## src/sv/assert_macros.svh

```systemverilog
// Assertion helpers for the K-line receiver. They compile away in synthesis.
`ifndef ASSERT_MACROS_SVH
`define ASSERT_MACROS_SVH

`ifndef SYNTHESIS

// Implication in the same cycle.
`define KRX_ASSERT_IMPL(lbl, clk, rst, ante, cons, msg) \
  lbl: assert property (@(posedge clk) disable iff (rst) (ante) |-> (cons)) else $error(msg);

// Implication in the next cycle.
`define KRX_ASSERT_NEXT(lbl, clk, rst, ante, cons, msg) \
  lbl: assert property (@(posedge clk) disable iff (rst) (ante) |=> (cons)) else $error(msg);

`else

`define KRX_ASSERT_IMPL(lbl, clk, rst, ante, cons, msg)
`define KRX_ASSERT_NEXT(lbl, clk, rst, ante, cons, msg)

`endif

`endif

```

## src/sv/krx_pkg.sv

```systemverilog
`timescale 1ns / 1ps

package krx_pkg;

  // Format byte that announces a frame with one data byte and no length byte.
  localparam logic [7:0] FMT_SINGLE = 8'h81;

  // Register reset values.
  localparam logic [7:0]  ECU_ADDR_RST      = 8'd17;
  localparam logic [7:0]  OWN_ADDR_RST      = 8'd242;
  localparam logic [7:0]  MAX_LEN_RST       = 8'd255;
  localparam logic [15:0] TIMEOUT_TICKS_RST = 16'd1000;

  // Input operation codes.
  typedef enum logic [1:0] {
    OP_BYTE = 2'd0,
    OP_TICK = 2'd1,
    OP_ARM  = 2'd2
  } op_t;

  // Configuration register indexes.
  typedef enum logic [2:0] {
    REG_ECU_ADDR      = 3'd0,
    REG_OWN_ADDR      = 3'd1,
    REG_MAX_LEN       = 3'd2,
    REG_TIMEOUT_TICKS = 3'd3
  } reg_idx_t;

  typedef enum logic {
    KIND_DATA = 1'b0,
    KIND_DONE = 1'b1
  } kind_t;

  typedef enum logic [1:0] {
    ST_OK       = 2'd0,
    ST_CHECKSUM = 2'd1,
    ST_TIMEOUT  = 2'd2,
    ST_OVERFLOW = 2'd3
  } status_t;

  typedef struct packed {
    logic [7:0]  ecu_addr;
    logic [7:0]  own_addr;
    logic [7:0]  max_len;
    logic [15:0] timeout_ticks;
  } cfg_t;

  typedef struct packed {
    logic       valid;
    kind_t      kind;
    logic [7:0] data_byte;
    logic [7:0] data_index;
    status_t    status;
    logic [7:0] byte_count;
  } res_t;

endpackage

```

## src/sv/krx_parser.sv

```systemverilog
`timescale 1ns / 1ps
`include "assert_macros.svh"

module krx_parser (
  input  logic           clk,
  input  logic           rst,
  input  logic           step_en,
  input  logic [1:0]     op,
  input  logic [7:0]     rx_byte,
  input  krx_pkg::cfg_t  cfg,
  output krx_pkg::res_t  res
);
  import krx_pkg::*;

  typedef enum logic [4:0] {
    POS_FMT  = 5'b00001,
    POS_TGT  = 5'b00010,
    POS_SRC  = 5'b00100,
    POS_LEN  = 5'b01000,
    POS_DATA = 5'b10000
  } pos_t;

  logic        active, active_next;
  pos_t        pos, pos_next;
  logic        single_fmt, single_fmt_next;
  logic [7:0]  expected_count, expected_count_next;
  logic [7:0]  received_count, received_count_next;
  logic        addressed, addressed_next;
  logic [7:0]  running_sum, running_sum_next;
  logic [15:0] idle_ticks, idle_ticks_next;

  logic [7:0]  sum_add;
  logic [15:0] idle_inc;
  logic        overflow;
  res_t        res_raw;

  assign sum_add  = running_sum + rx_byte;
  assign idle_inc = (idle_ticks != 16'hFFFF) ? idle_ticks + 16'd1 : idle_ticks;
  assign overflow = (received_count >= cfg.max_len);

  // One step of the frame parser: next state and the result it causes.
  always_comb begin
    active_next         = active;
    pos_next            = pos;
    single_fmt_next     = single_fmt;
    expected_count_next = expected_count;
    received_count_next = received_count;
    addressed_next      = addressed;
    running_sum_next    = running_sum;
    idle_ticks_next     = idle_ticks;
    res_raw             = '0;
    res_raw.kind        = KIND_DATA;
    res_raw.status      = ST_OK;

    case (op)
      OP_ARM: begin
        active_next         = 1'b1;
        pos_next            = POS_FMT;
        single_fmt_next     = 1'b0;
        expected_count_next = 8'd0;
        received_count_next = 8'd0;
        addressed_next      = 1'b0;
        running_sum_next    = 8'd0;
        idle_ticks_next     = 16'd0;
      end
      OP_TICK: begin
        if (active) begin
          idle_ticks_next = idle_inc;
          if (idle_inc >= cfg.timeout_ticks) begin
            active_next        = 1'b0;
            res_raw.valid      = 1'b1;
            res_raw.kind       = KIND_DONE;
            res_raw.status     = ST_TIMEOUT;
            res_raw.byte_count = received_count;
          end
        end
      end
      OP_BYTE: begin
        if (active) begin
          idle_ticks_next = 16'd0;
          case (pos)
            POS_FMT: begin
              single_fmt_next     = (rx_byte == FMT_SINGLE);
              expected_count_next = {7'd0, (rx_byte == FMT_SINGLE)};
              received_count_next = 8'd0;
              addressed_next      = 1'b0;
              running_sum_next    = rx_byte;
              pos_next            = POS_TGT;
            end
            POS_TGT: begin
              if (rx_byte == cfg.own_addr) begin
                addressed_next = 1'b1;
              end
              running_sum_next = sum_add;
              pos_next         = POS_SRC;
            end
            POS_SRC: begin
              if (rx_byte == cfg.ecu_addr) begin
                addressed_next = 1'b1;
              end else if (rx_byte == cfg.own_addr) begin
                addressed_next = 1'b0;
              end
              running_sum_next = sum_add;
              pos_next         = POS_DATA;
              pos_next         = POS_LEN;
            end
            POS_LEN: begin
              running_sum_next = sum_add;
              pos_next         = POS_DATA;
              if (single_fmt) begin
                // The lone data byte of a single-byte frame.
                if (overflow) begin
                  active_next        = 1'b0;
                  res_raw.valid      = 1'b1;
                  res_raw.kind       = KIND_DONE;
                  res_raw.status     = ST_OVERFLOW;
                  res_raw.byte_count = received_count;
                end else begin
                  received_count_next = received_count + 8'd1;
                  if (addressed) begin
                    res_raw.valid      = 1'b1;
                    res_raw.data_byte  = rx_byte;
                    res_raw.data_index = received_count;
                  end
                end
              end else begin
                expected_count_next = rx_byte;
              end
            end
            POS_DATA: begin
              if (received_count == expected_count) begin
                // Checksum byte: judge addressed frames, skip the others.
                if (addressed) begin
                  active_next   = 1'b0;
                  res_raw.valid = 1'b1;
                  res_raw.kind  = KIND_DONE;
                  if (running_sum == rx_byte) begin
                    res_raw.status     = ST_OK;
                    res_raw.byte_count = received_count;
                  end else begin
                    res_raw.status     = ST_CHECKSUM;
                    res_raw.byte_count = 8'd0;
                  end
                end else begin
                  pos_next            = POS_FMT;
                  single_fmt_next     = 1'b0;
                  expected_count_next = 8'd0;
                  received_count_next = 8'd0;
                  addressed_next      = 1'b0;
                  running_sum_next    = 8'd0;
                end
              end else begin
                running_sum_next = sum_add;
                if (overflow) begin
                  active_next        = 1'b0;
                  res_raw.valid      = 1'b1;
                  res_raw.kind       = KIND_DONE;
                  res_raw.status     = ST_OVERFLOW;
                  res_raw.byte_count = received_count;
                end else begin
                  received_count_next = received_count + 8'd1;
                  if (addressed) begin
                    res_raw.valid      = 1'b1;
                    res_raw.data_byte  = rx_byte;
                    res_raw.data_index = received_count;
                  end
                end
              end
            end
            default: begin
              pos_next = POS_FMT;
            end
          endcase
        end
      end
      default: begin
        // Unused operation: no effect.
      end
    endcase
  end

  // A result counts only for a step that is actually taken.
  always_comb begin
    res       = res_raw;
    res.valid = res_raw.valid & step_en;
  end

  // Parser state.
  always_ff @(posedge clk) begin
    if (rst) begin
      active         <= 1'b1;
      pos            <= POS_FMT;
      single_fmt     <= 1'b0;
      expected_count <= 8'd0;
      received_count <= 8'd0;
      addressed      <= 1'b0;
      running_sum    <= 8'd0;
      idle_ticks     <= 16'd0;
    end else if (step_en) begin
      active         <= active_next;
      pos            <= pos_next;
      single_fmt     <= single_fmt_next;
      expected_count <= expected_count_next;
      received_count <= received_count_next;
      addressed      <= addressed_next;
      running_sum    <= running_sum_next;
      idle_ticks     <= idle_ticks_next;
    end
  end

  `KRX_ASSERT_NEXT(a_done_stops, clk, rst, res.valid && res.kind == KIND_DONE, !active, "receive did not stop after finish")
  `KRX_ASSERT_IMPL(a_data_addressed, clk, rst, res.valid && res.kind == KIND_DATA, addressed, "data beat from a frame not addressed to this node")
  `KRX_ASSERT_IMPL(a_quiet_when_done, clk, rst, !active, !res.valid, "result produced while finished")
  `KRX_ASSERT_IMPL(a_index_tracks, clk, rst, res.valid && res.kind == KIND_DATA, received_count_next == res.data_index + 8'd1, "data index out of step with count")

endmodule

```

## src/sv/kline_response_frame_receiver_core.sv

```systemverilog
`timescale 1ns / 1ps
// A result passes through the input register and then the result register.
// One input beat per cycle unless a result is held; parser state updates in one pass.
// Input and result registers decouple the sides; in_ready drops only when both are full
// and the result is not taken. Reset is synchronous: the parser listens for a frame,
// counters are cleared and the registers hold their documented defaults.
module kline_response_frame_receiver_core (
  input  logic        clk,
  input  logic        rst,
  input  logic        in_valid,
  output logic        in_ready,
  input  logic [1:0]  op,
  input  logic [7:0]  rx_byte,
  output logic        out_valid,
  input  logic        out_ready,
  output logic        kind,
  output logic [7:0]  data_byte,
  output logic [7:0]  data_index,
  output logic [1:0]  status,
  output logic [7:0]  byte_count,
  input  logic        cfg_valid,
  output logic        cfg_ready,
  input  logic [2:0]  cfg_index,
  input  logic [15:0] cfg_data
);
  import krx_pkg::*;

  cfg_t       cfg;
  res_t       res;
  logic       s1_valid;
  logic [1:0] s1_op;
  logic [7:0] s1_byte;
  logic       advance;
  logic       step_en;

  assign cfg_ready = 1'b1;
  assign advance   = !out_valid || out_ready;
  assign step_en   = s1_valid && advance;
  assign in_ready  = !s1_valid || advance;

  // Configuration registers.
  always_ff @(posedge clk) begin
    if (rst) begin
      cfg.ecu_addr      <= ECU_ADDR_RST;
      cfg.own_addr      <= OWN_ADDR_RST;
      cfg.max_len       <= MAX_LEN_RST;
      cfg.timeout_ticks <= TIMEOUT_TICKS_RST;
    end else if (cfg_valid && cfg_ready) begin
      case (cfg_index)
        REG_ECU_ADDR:      cfg.ecu_addr      <= cfg_data[7:0];
        REG_OWN_ADDR:      cfg.own_addr      <= cfg_data[7:0];
        REG_MAX_LEN:       cfg.max_len       <= cfg_data[7:0];
        REG_TIMEOUT_TICKS: cfg.timeout_ticks <= cfg_data;
        default: begin
          // Writes beyond the register list are dropped.
        end
      endcase
    end
  end

  // Input register.
  always_ff @(posedge clk) begin
    if (rst) begin
      s1_valid <= 1'b0;
    end else if (in_ready) begin
      s1_valid <= in_valid;
    end
  end

  always_ff @(posedge clk) begin
    if (in_valid && in_ready) begin
      s1_op   <= op;
      s1_byte <= rx_byte;
    end
  end

  krx_parser u_parser (
    .clk     (clk),
    .rst     (rst),
    .step_en (step_en),
    .op      (s1_op),
    .rx_byte (s1_byte),
    .cfg     (cfg),
    .res     (res)
  );

  // Result register.
  always_ff @(posedge clk) begin
    if (rst) begin
      out_valid <= 1'b0;
    end else if (advance) begin
      out_valid <= res.valid;
    end
  end

  always_ff @(posedge clk) begin
    if (res.valid) begin
      kind       <= res.kind;
      data_byte  <= res.data_byte;
      data_index <= res.data_index;
      status     <= res.status;
      byte_count <= res.byte_count;
    end
  end

endmodule
```

## config.mk

```make
export PLATFORM = sky130hd
export DESIGN_NAME = kline_response_frame_receiver_core
export DESIGN_NICKNAME = d
export VERILOG_FILES = /design/src/sv/krx_pkg.sv /design/src/sv/krx_parser.sv /design/src/sv/kline_response_frame_receiver_core.sv
export VERILOG_INCLUDE_DIRS = /design/src /design/src/sv
export SDC_FILE = /design/constraint.sdc
export NUM_CORES = 1
export LEC_CHECK = 0
export ABC_AREA = 1
export ABC_CLOCK_PERIOD_IN_PS = 7200
export BUFFER_PORTS_ARGS = -buffer_cell sky130_fd_sc_hd__buf_2
export CAP_MARGIN = 25
export CORE_MARGIN = 1.5
export CORE_UTILIZATION = 34
export CTS_CLUSTER_DIAMETER = 40
export DETAILED_ROUTE_END_ITERATION = 10
export PLACE_DENSITY_LB_ADDON = 0.15
export SETUP_SLACK_MARGIN = 0.02
export SYNTH_ARGS = -nofsm -noshare
export SYNTH_HDL_FRONTEND = slang
export SYNTH_SLANG_ARGS = --single-unit
```

## constraint.sdc

```tcl
create_clock -name clk -period 7.2 [get_ports clk]
set_input_delay 0.72 -clock clk [delete_from_list [all_inputs] [get_ports clk]]
set_output_delay 0.72 -clock clk [all_outputs]
set_load 0.01 [all_outputs]
```

==> impl_metrics.csv, run 1 <==
group,metric,value,unit
outcome,status,"finished, final reports clean",
synthesis,synth_warnings,0,
setup_path,reg2regPathDepth,17,
drt,ant_nets,0,
cells_and_area,drive_above_1_share,15.9,%
clock_network,cts_buffer_depth,2,
grt,antenna_found_initial,0,
timing,setup_viol,0,
drt,vias,6167,
grt,grt_pass1_vias,5916,
clock_network,hold_buffers,0,
clock_network,htreeDepth,4,
timing,report.final.slew_viol_count,0,
clock_network,cts_setup_buffers,0,
setup_path,end_kind,"flop",
grt,grt_first_pass_wirelength,30.9,mm
timing,fin_tns_setup,0,ns
power_and_ir_drop,finalPower,1.74,mW
floorplanning,rows,52,
drt,dr.pass1.iters,5,
setup_path,r2r-end,"byte_count[5]",
setup_path,startpoint,"u_parser.idle_ticks[0]",
synthesis,synth_cells,922,
clock_network,root_buffer,"clkbuf_16",
cells_and_area,diodes,0,
timing,fmax,281,MHz
cells_and_area,final_cell_area,8260,um^2
synthesis,ys_async_sr_fraction,0,%
synthesis,synth_top_area_cell,"dfxtp_1",
synthesis,syn_avg_cell_area,7.74,um^2
floorplanning,die_area,21900,um^2
timing,clock_skew,0.0116,ns
clock_network,worstSkewPairLatency,0.43,ns
place,pre_cts_slack,3.16,ns
place,gp_congestion,0.842,
worst_hold_path,hp-class,"flop to flop",
setup_path,startpoint_type,"flop",
synthesis,synthFlopType,"dfxtp_1",
floorplanning,die_h,148,um
floorplanning,core_area,20400,um^2
setup_path,path_class,"flop to flop",
place,dp_hpwl,13.5,mm
power_and_ir_drop,leakage,3.52,nW
place,portBuffers,62,
clock_network,clock-sinks,127,
floorplanning,die_w,148,um
setup_path,crit_arrival,3.69,ns
synthesis,yosys.area.top_type_share,25.3,%
place,place_area,7680,um^2
drt,routed_wl,18.5,mm
timing,hold_viol_final,0,
timing,final.setup.worst_slack,3.64,ns
clock_network,tritoncts,"done",
timing,period_minus_slack,3.56,ns
synthesis,ys_seq_area_share,40.8,%
power_and_ir_drop,power_density,211,nW/um^2
power_and_ir_drop,ir_drop,0.000152,V
grt,overflow,0,
clock_network,numCtsBuffers,17,
setup_path,cp-endpoint,"byte_count[5]",
flow_run,drv_cap,0,
timing,rsz0062_at_grt,"false",
cells_and_area,area_growth,15.8,%
timing,finalCritPeriodShare,49.4,%
setup_path,path_max_fanout,26,
drt,route.detailed.drc,0,
setup_path,reg2reg_slack,3.64,ns
clock_network,clkTransAtPathRegs,0.06,ns
drt,via_per_inst,4.88,
cells_and_area,nets,1051,
setup_path,timing.rr.start,"u_parser.idle_ticks[0]",
clock_network,cts_resized,0,
timing,slew-limit-headroom,35.0,%
synthesis,ys_ff_latch,127,
synthesis,synth_edf_count,37,
grt,grt_start_max_net_pins,49,
setup_path,required,7.33,ns
synthesis,syn-num-nets,991,
drt,wl_per_cell,14.6,um
drt,drtIter0Drc,404,
floorplanning,pin_count,64,
synthesis,synth_area_leaders,"dfxtp_1, edfxtp_1, nand2_1, ha_1, a21oi_1",
synthesis,ys_types,50,
timing,tightest_slew,0.971,ns
grt,grtUsageTotal,18.1,%
synthesis,synth_area,7130,um^2
floorplanning,initial_core_util,34.9,%
[per-layer routing]
metal  global-route usage, %  share of wire, %  routed length [um]  vias up
li1                        -                 -                   -     3183
met3                    2.96               3.9                 719       23
met2                    27.8                44                8170      128
met4                    6.39               1.6                 291        0
met5                       0                 0                   0        -
met1                    25.6                50                9340     2833
[synth_stat cells (2+ instances only)]
master,number
nor2_8,2
buf_4,2
buf_2,6
xnor2_1,14
a21oi_1,82
nand4_4,2
edfxtp_1,37
nand3b_1,3
a21oi_2,5
nor3_1,21
or2_2,5
o21ai_0,46
inv_1,97
a211oi_1,3
nand2_1,227
nor2_4,5
clkbuf_1,15
o21ai_2,5
nor2_1,59
xor2_1,16
nand3_4,3
buf_6,3
nand3_1,45
nor3_2,5
o211ai_1,10
ha_1,34
inv_2,11
o21a_1,2
o21ai_1,5
nor2_2,6
nand2_4,2
a21o_1,2
dfxtp_1,90
nand2_2,8
clkinv_1,2
nand4_1,28
[state kept, by name, indices dropped and copies added (netlist names), 5 cells and up]
name                     cells
u_parser.pos                 5
data_byte                    8
byte_count                   8
cfg                         40
u_parser.running_sum         8
u_parser.expected_count      8
s1_byte                      8
u_parser.idle_ticks         16
u_parser.received_count      8
data_index                   8
[critical path: stages (launching register included)]
cell     delay (ns)
dfxtp_1        0.39
ha_1           0.23
nand2_1        0.08
nor2_1         0.22
nand2_1        0.16
nor2_1         0.18
nand2_1        0.09
a21o_1         0.20
ha_1           0.27
nand2_1        0.07
nor3_1         0.30
nand2_1        0.09
nand3_1        0.16
nand2_1        0.21
nand3_1        0.16
nand2_1        0.08
inv_1          0.16
buf_16         0.20
[through the flow]
stage / utilization, % / cells / hold WS [ns]
detailed placement: 37.6 / 1232 / 0.451
CTS: 40.3 / 1264 / 0.444
global route: 40.4 / 1265 / 0.446
floorplan: - / 922 / 0.435
global placement: 37.5 / 1231 / 0.449
finish: 40.4 / 1265 / 0.457
[kinds of logic after synthesis]
logic type,synth area share (%)
AND/OR/NAND/NOR,28.4
AO/OA/AOI/OAI,12.9
buffers and inverters,7.89
flip-flops,40.8
adder cells (fa/ha/maj),6.25
XOR/XNOR,3.68
other,0.0526
[cell type report]
cell class	instances	area (um^2)
Clock buffer	18	429
Clock inverter	14	120
Fill cell	2169	12200
Inverter	112	428
Multi-Input combinational cell	657	3660
Sequential cell	127	2910
Tap cell	270	338
Timing Repair Buffer	67	372
[worst min-delay path by stage]
stage	start	to	slack [ns]	cells past startpoint
after floorplan	cfg[15]	cfg[15]	0.43	2
after global placement	u_parser.expected_count[3]	u_parser.expected_count[3]	0.45	2
after detailed placement	u_parser.expected_count[3]	u_parser.expected_count[3]	0.45	2
after CTS	rx_byte[2]	s1_byte[2]	0.44	1
after global routing	rx_byte[1]	s1_byte[1]	0.45	1
final	u_parser.expected_count[3]	u_parser.expected_count[3]	0.46	2
[report_power, final]
| group | switching, mW | leakage (nW) | internal [mW] |
|---|---|---|---|
| Clock | 0.338 | 0.255 | 0.472 |
| Sequential | 0.0188 | 1.06 | 0.753 |
| Combinational | 0.109 | 2.21 | 0.0502 |
| Total | 0.466 | 3.52 | 1.28 |
[layout by cell type, fill, tap and decap left out, types with 6 or more instances in the layout]
cell	synthesis	final
edfxtp_1	37	37
o211ai_1	10	10
nor2_1	59	59
a21oi_1	82	82
dfxtp_1	90	90
nor3_1	21	21
nand4_1	28	28
inv_1	97	97
inv_2	11	11
nand2_2	8	8
xnor2_1	14	14
buf_2	6	62
nand2_1	227	227
xor2_1	16	16
o21ai_0	46	46
nor2_2	6	6
nand3_1	45	45
clkbuf_16	0	17
ha_1	34	34
Power figures use the tool's default switching activity.
==> run 2, diff against run 1 <==
Settings changed: ABC_CLOCK_PERIOD_IN_PS 7200 to 3600.
Clock period 7.2 ns to 3.6 ns, I/O delays scaled along.
==> impl_metrics.csv, run 2 (synthesized netlist as in run 1, its figures left out) <==
group,metric,value,unit
clock_network,worstSkewPairLatency,0.43,ns
timing,rsz0062_at_grt,"false",
grt,grt_first_pass_wirelength,30.8,mm
drt,via_per_inst,4.86,
floorplanning,die_h,148,um
power_and_ir_drop,pwr-share-seq,44.8,%
timing,finalCritPeriodShare,89.5,%
place,dp_hpwl,13.8,mm
cells_and_area,area_growth,16.3,%
setup_path,path_cells,"ha_2 -> nand2_1 -> nor2_4 -> nand2_1 -> nor2_1 -> nand2_1 -> o21ai_0 -> a21o_1 -> ha_1 -> nand2_1 -> o21bai_1 -> nand2_1 -> a21oi_1 -> nand3_2 -> nand2_4 -> nand3_1 -> nand2_1 -> inv_1 -> buf_4",
grt,grtUsageTotal,18.0,%
worst_hold_path,hold_depth,1,
grt,grt_start_max_net_pins,48,
clock_network,htreeDepth,4,
cells_and_area,largest_reg_flops,40,
grt,antenna_found_initial,0,
clock_network,numCtsBuffers,17,
cells_and_area,final_cells,1269,
timing,hold_viol_final,0,
setup_path,slowest_delay,0.39,ns
outcome,status,"finished, final reports clean",
clock_network,cts_buffer_depth,2,
floorplanning,pin_count,64,
drt,route.detailed.drc,0,
timing,setup_viol,0,
place,pre_cts_slack,0.112,ns
setup_path,crit_buf_inv,2,
setup_path,path_max_fanout,6,
drt,vias,6167,
drt,ant_nets,0,
clock_network,hold_buffers,0,
cells_and_area,reg_top3,"cfg: 40 flops, u_parser.idle_ticks: 16 flops",
setup_path,crit_path_top_delay_cell,"dfxtp_1",
drt,wl_met3,635,um
place,portBuffers,62,
cells_and_area,fillers,2179,
drt,top_layer_used,"met4",
power_and_ir_drop,power_frac_comb,9.3,%
cells_and_area,layout_common_cells,"nand2_1, inv_1, dfxtp_1",
cells_and_area,nets,1055,
cells_and_area,final_cell_area,8290,um^2
power_and_ir_drop,switchingPower,0.905,mW
floorplanning,rows,52,
flow_run,drv_cap,0,
place,place_area,7730,um^2
setup_path,startpoint_type,"flop",
setup_path,crit_arrival,3.40,ns
drt,drtIter0Drc,294,
floorplanning,core_area,20400,um^2
timing,whs,0.104,ns
setup_path,cp.depth,19,
drt,wl_met1,9.44,mm
drt,dr.pass1.iters,5,
floorplanning,initial_core_util,34.9,%
floorplanning,die_area,21900,um^2
clock_network,root_buffer,"clkbuf_16",
timing,report.final.slew_viol_count,0,
power_and_ir_drop,p_int,2.54,mW
grt,grt_pass1_vias,5952,
clock_network,clkTransAtPathRegs,0.06,ns
power_and_ir_drop,clock_power_share,46.0,%
place,gp_congestion,0.857,
cells_and_area,drive_above_1_share,16.8,%
timing,clock_skew,0.0109,ns
timing,final.setup.worst_slack,0.378,ns
power_and_ir_drop,leakage,3.57,nW
clock_network,cts_setup_buffers,0,
timing,period_minus_slack,3.22,ns
clock_network,tritoncts,"done",
timing,fin_tns_setup,0,ns
setup_path,required,3.78,ns
place,dp_cells,1237,
setup_path,crit_family,"simple AND/OR/NAND/NOR gates",
setup_path,end_kind,"flop",
setup_path,reg2regPathDepth,19,
worst_hold_path,hp-class,"input pin to flop",
timing,fmax,310,MHz
power_and_ir_drop,power_density,416,nW/um^2
cells_and_area,mostFrequentLayoutCell,"nand2_1",
timing,tightest_slew,0.920,ns
timing,slew-limit-headroom,38.4,%
floorplanning,die_w,148,um
clock_network,clock-sinks,127,
setup_path,path_class,"flop to flop",
drt,dr_wl_met2,8.36,mm
drt,routed_wl,18.7,mm
grt,overflow,0,
power_and_ir_drop,ir_drop,0.000326,V
cells_and_area,finish.utilization,40.6,%
power_and_ir_drop,finalPower,3.45,mW
drt,wl_per_cell,14.7,um
power_and_ir_drop,p_sw_share,26.2,%
clock_network,cts_resized,0,
cells_and_area,diodes,0,
cells_and_area,top_register,"cfg",
setup_path,crit_path_frequent_cell,"nand2_1",
## run 2: routing by layer
layer  track usage, %  up-vias
met3             2.90       19
met1             25.3     2838
met5                0        -
met4             5.59        0
met2             28.1      112
li1                 -     3198
## run 2: power by group through the flow
stage               logic, mW  clock network (mW)  registers [mW]
finish                  0.319                1.58            1.54
global route            0.361                1.68            1.55
CTS                     0.321                1.62            1.54
detailed placement      0.320                   0            1.57
global placement        0.319                   0            1.57
floorplan               0.228                   0            1.56
## run 2: path summary, 6_finish.rpt
check	from	end	slack [ns]
max	u_parser.idle_ticks[0]	data_byte[1]	0.38
min	rx_byte[4]	s1_byte[4]	0.10
max reg2reg	u_parser.idle_ticks[0]	data_byte[1]	0.38
min reg2reg	u_parser.expected_count[3]	u_parser.expected_count[3]	0.46
## run 2: area by class of cell
| type | instances | area [um^2] | area share [%] |
|---|---|---|---|
| flip-flops and latches | 127 | 2910 | 35.1 |
| clock buffers | 19 | 433 | 5.22 |
| inverters | 112 | 428 | 5.16 |
| repair buffers | 71 | 398 | 4.80 |
| multi-input cells | 657 | 3680 | 44.4 |
| well taps | 270 | 338 | 4.07 |
| clock inverters | 13 | 98.8 | 1.19 |
## run 2: worst reg2reg max path, delay by kind of cell, from the launching register on
kind / cells / cell delay, ns
AND/OR/NAND/NOR: 11 / 1.30
adder cells (fa/ha/maj): 2 / 0.45
flip-flops: 1 / 0.39
AO/OA/AOI/OAI: 4 / 0.58
buffers and inverters: 2 / 0.27
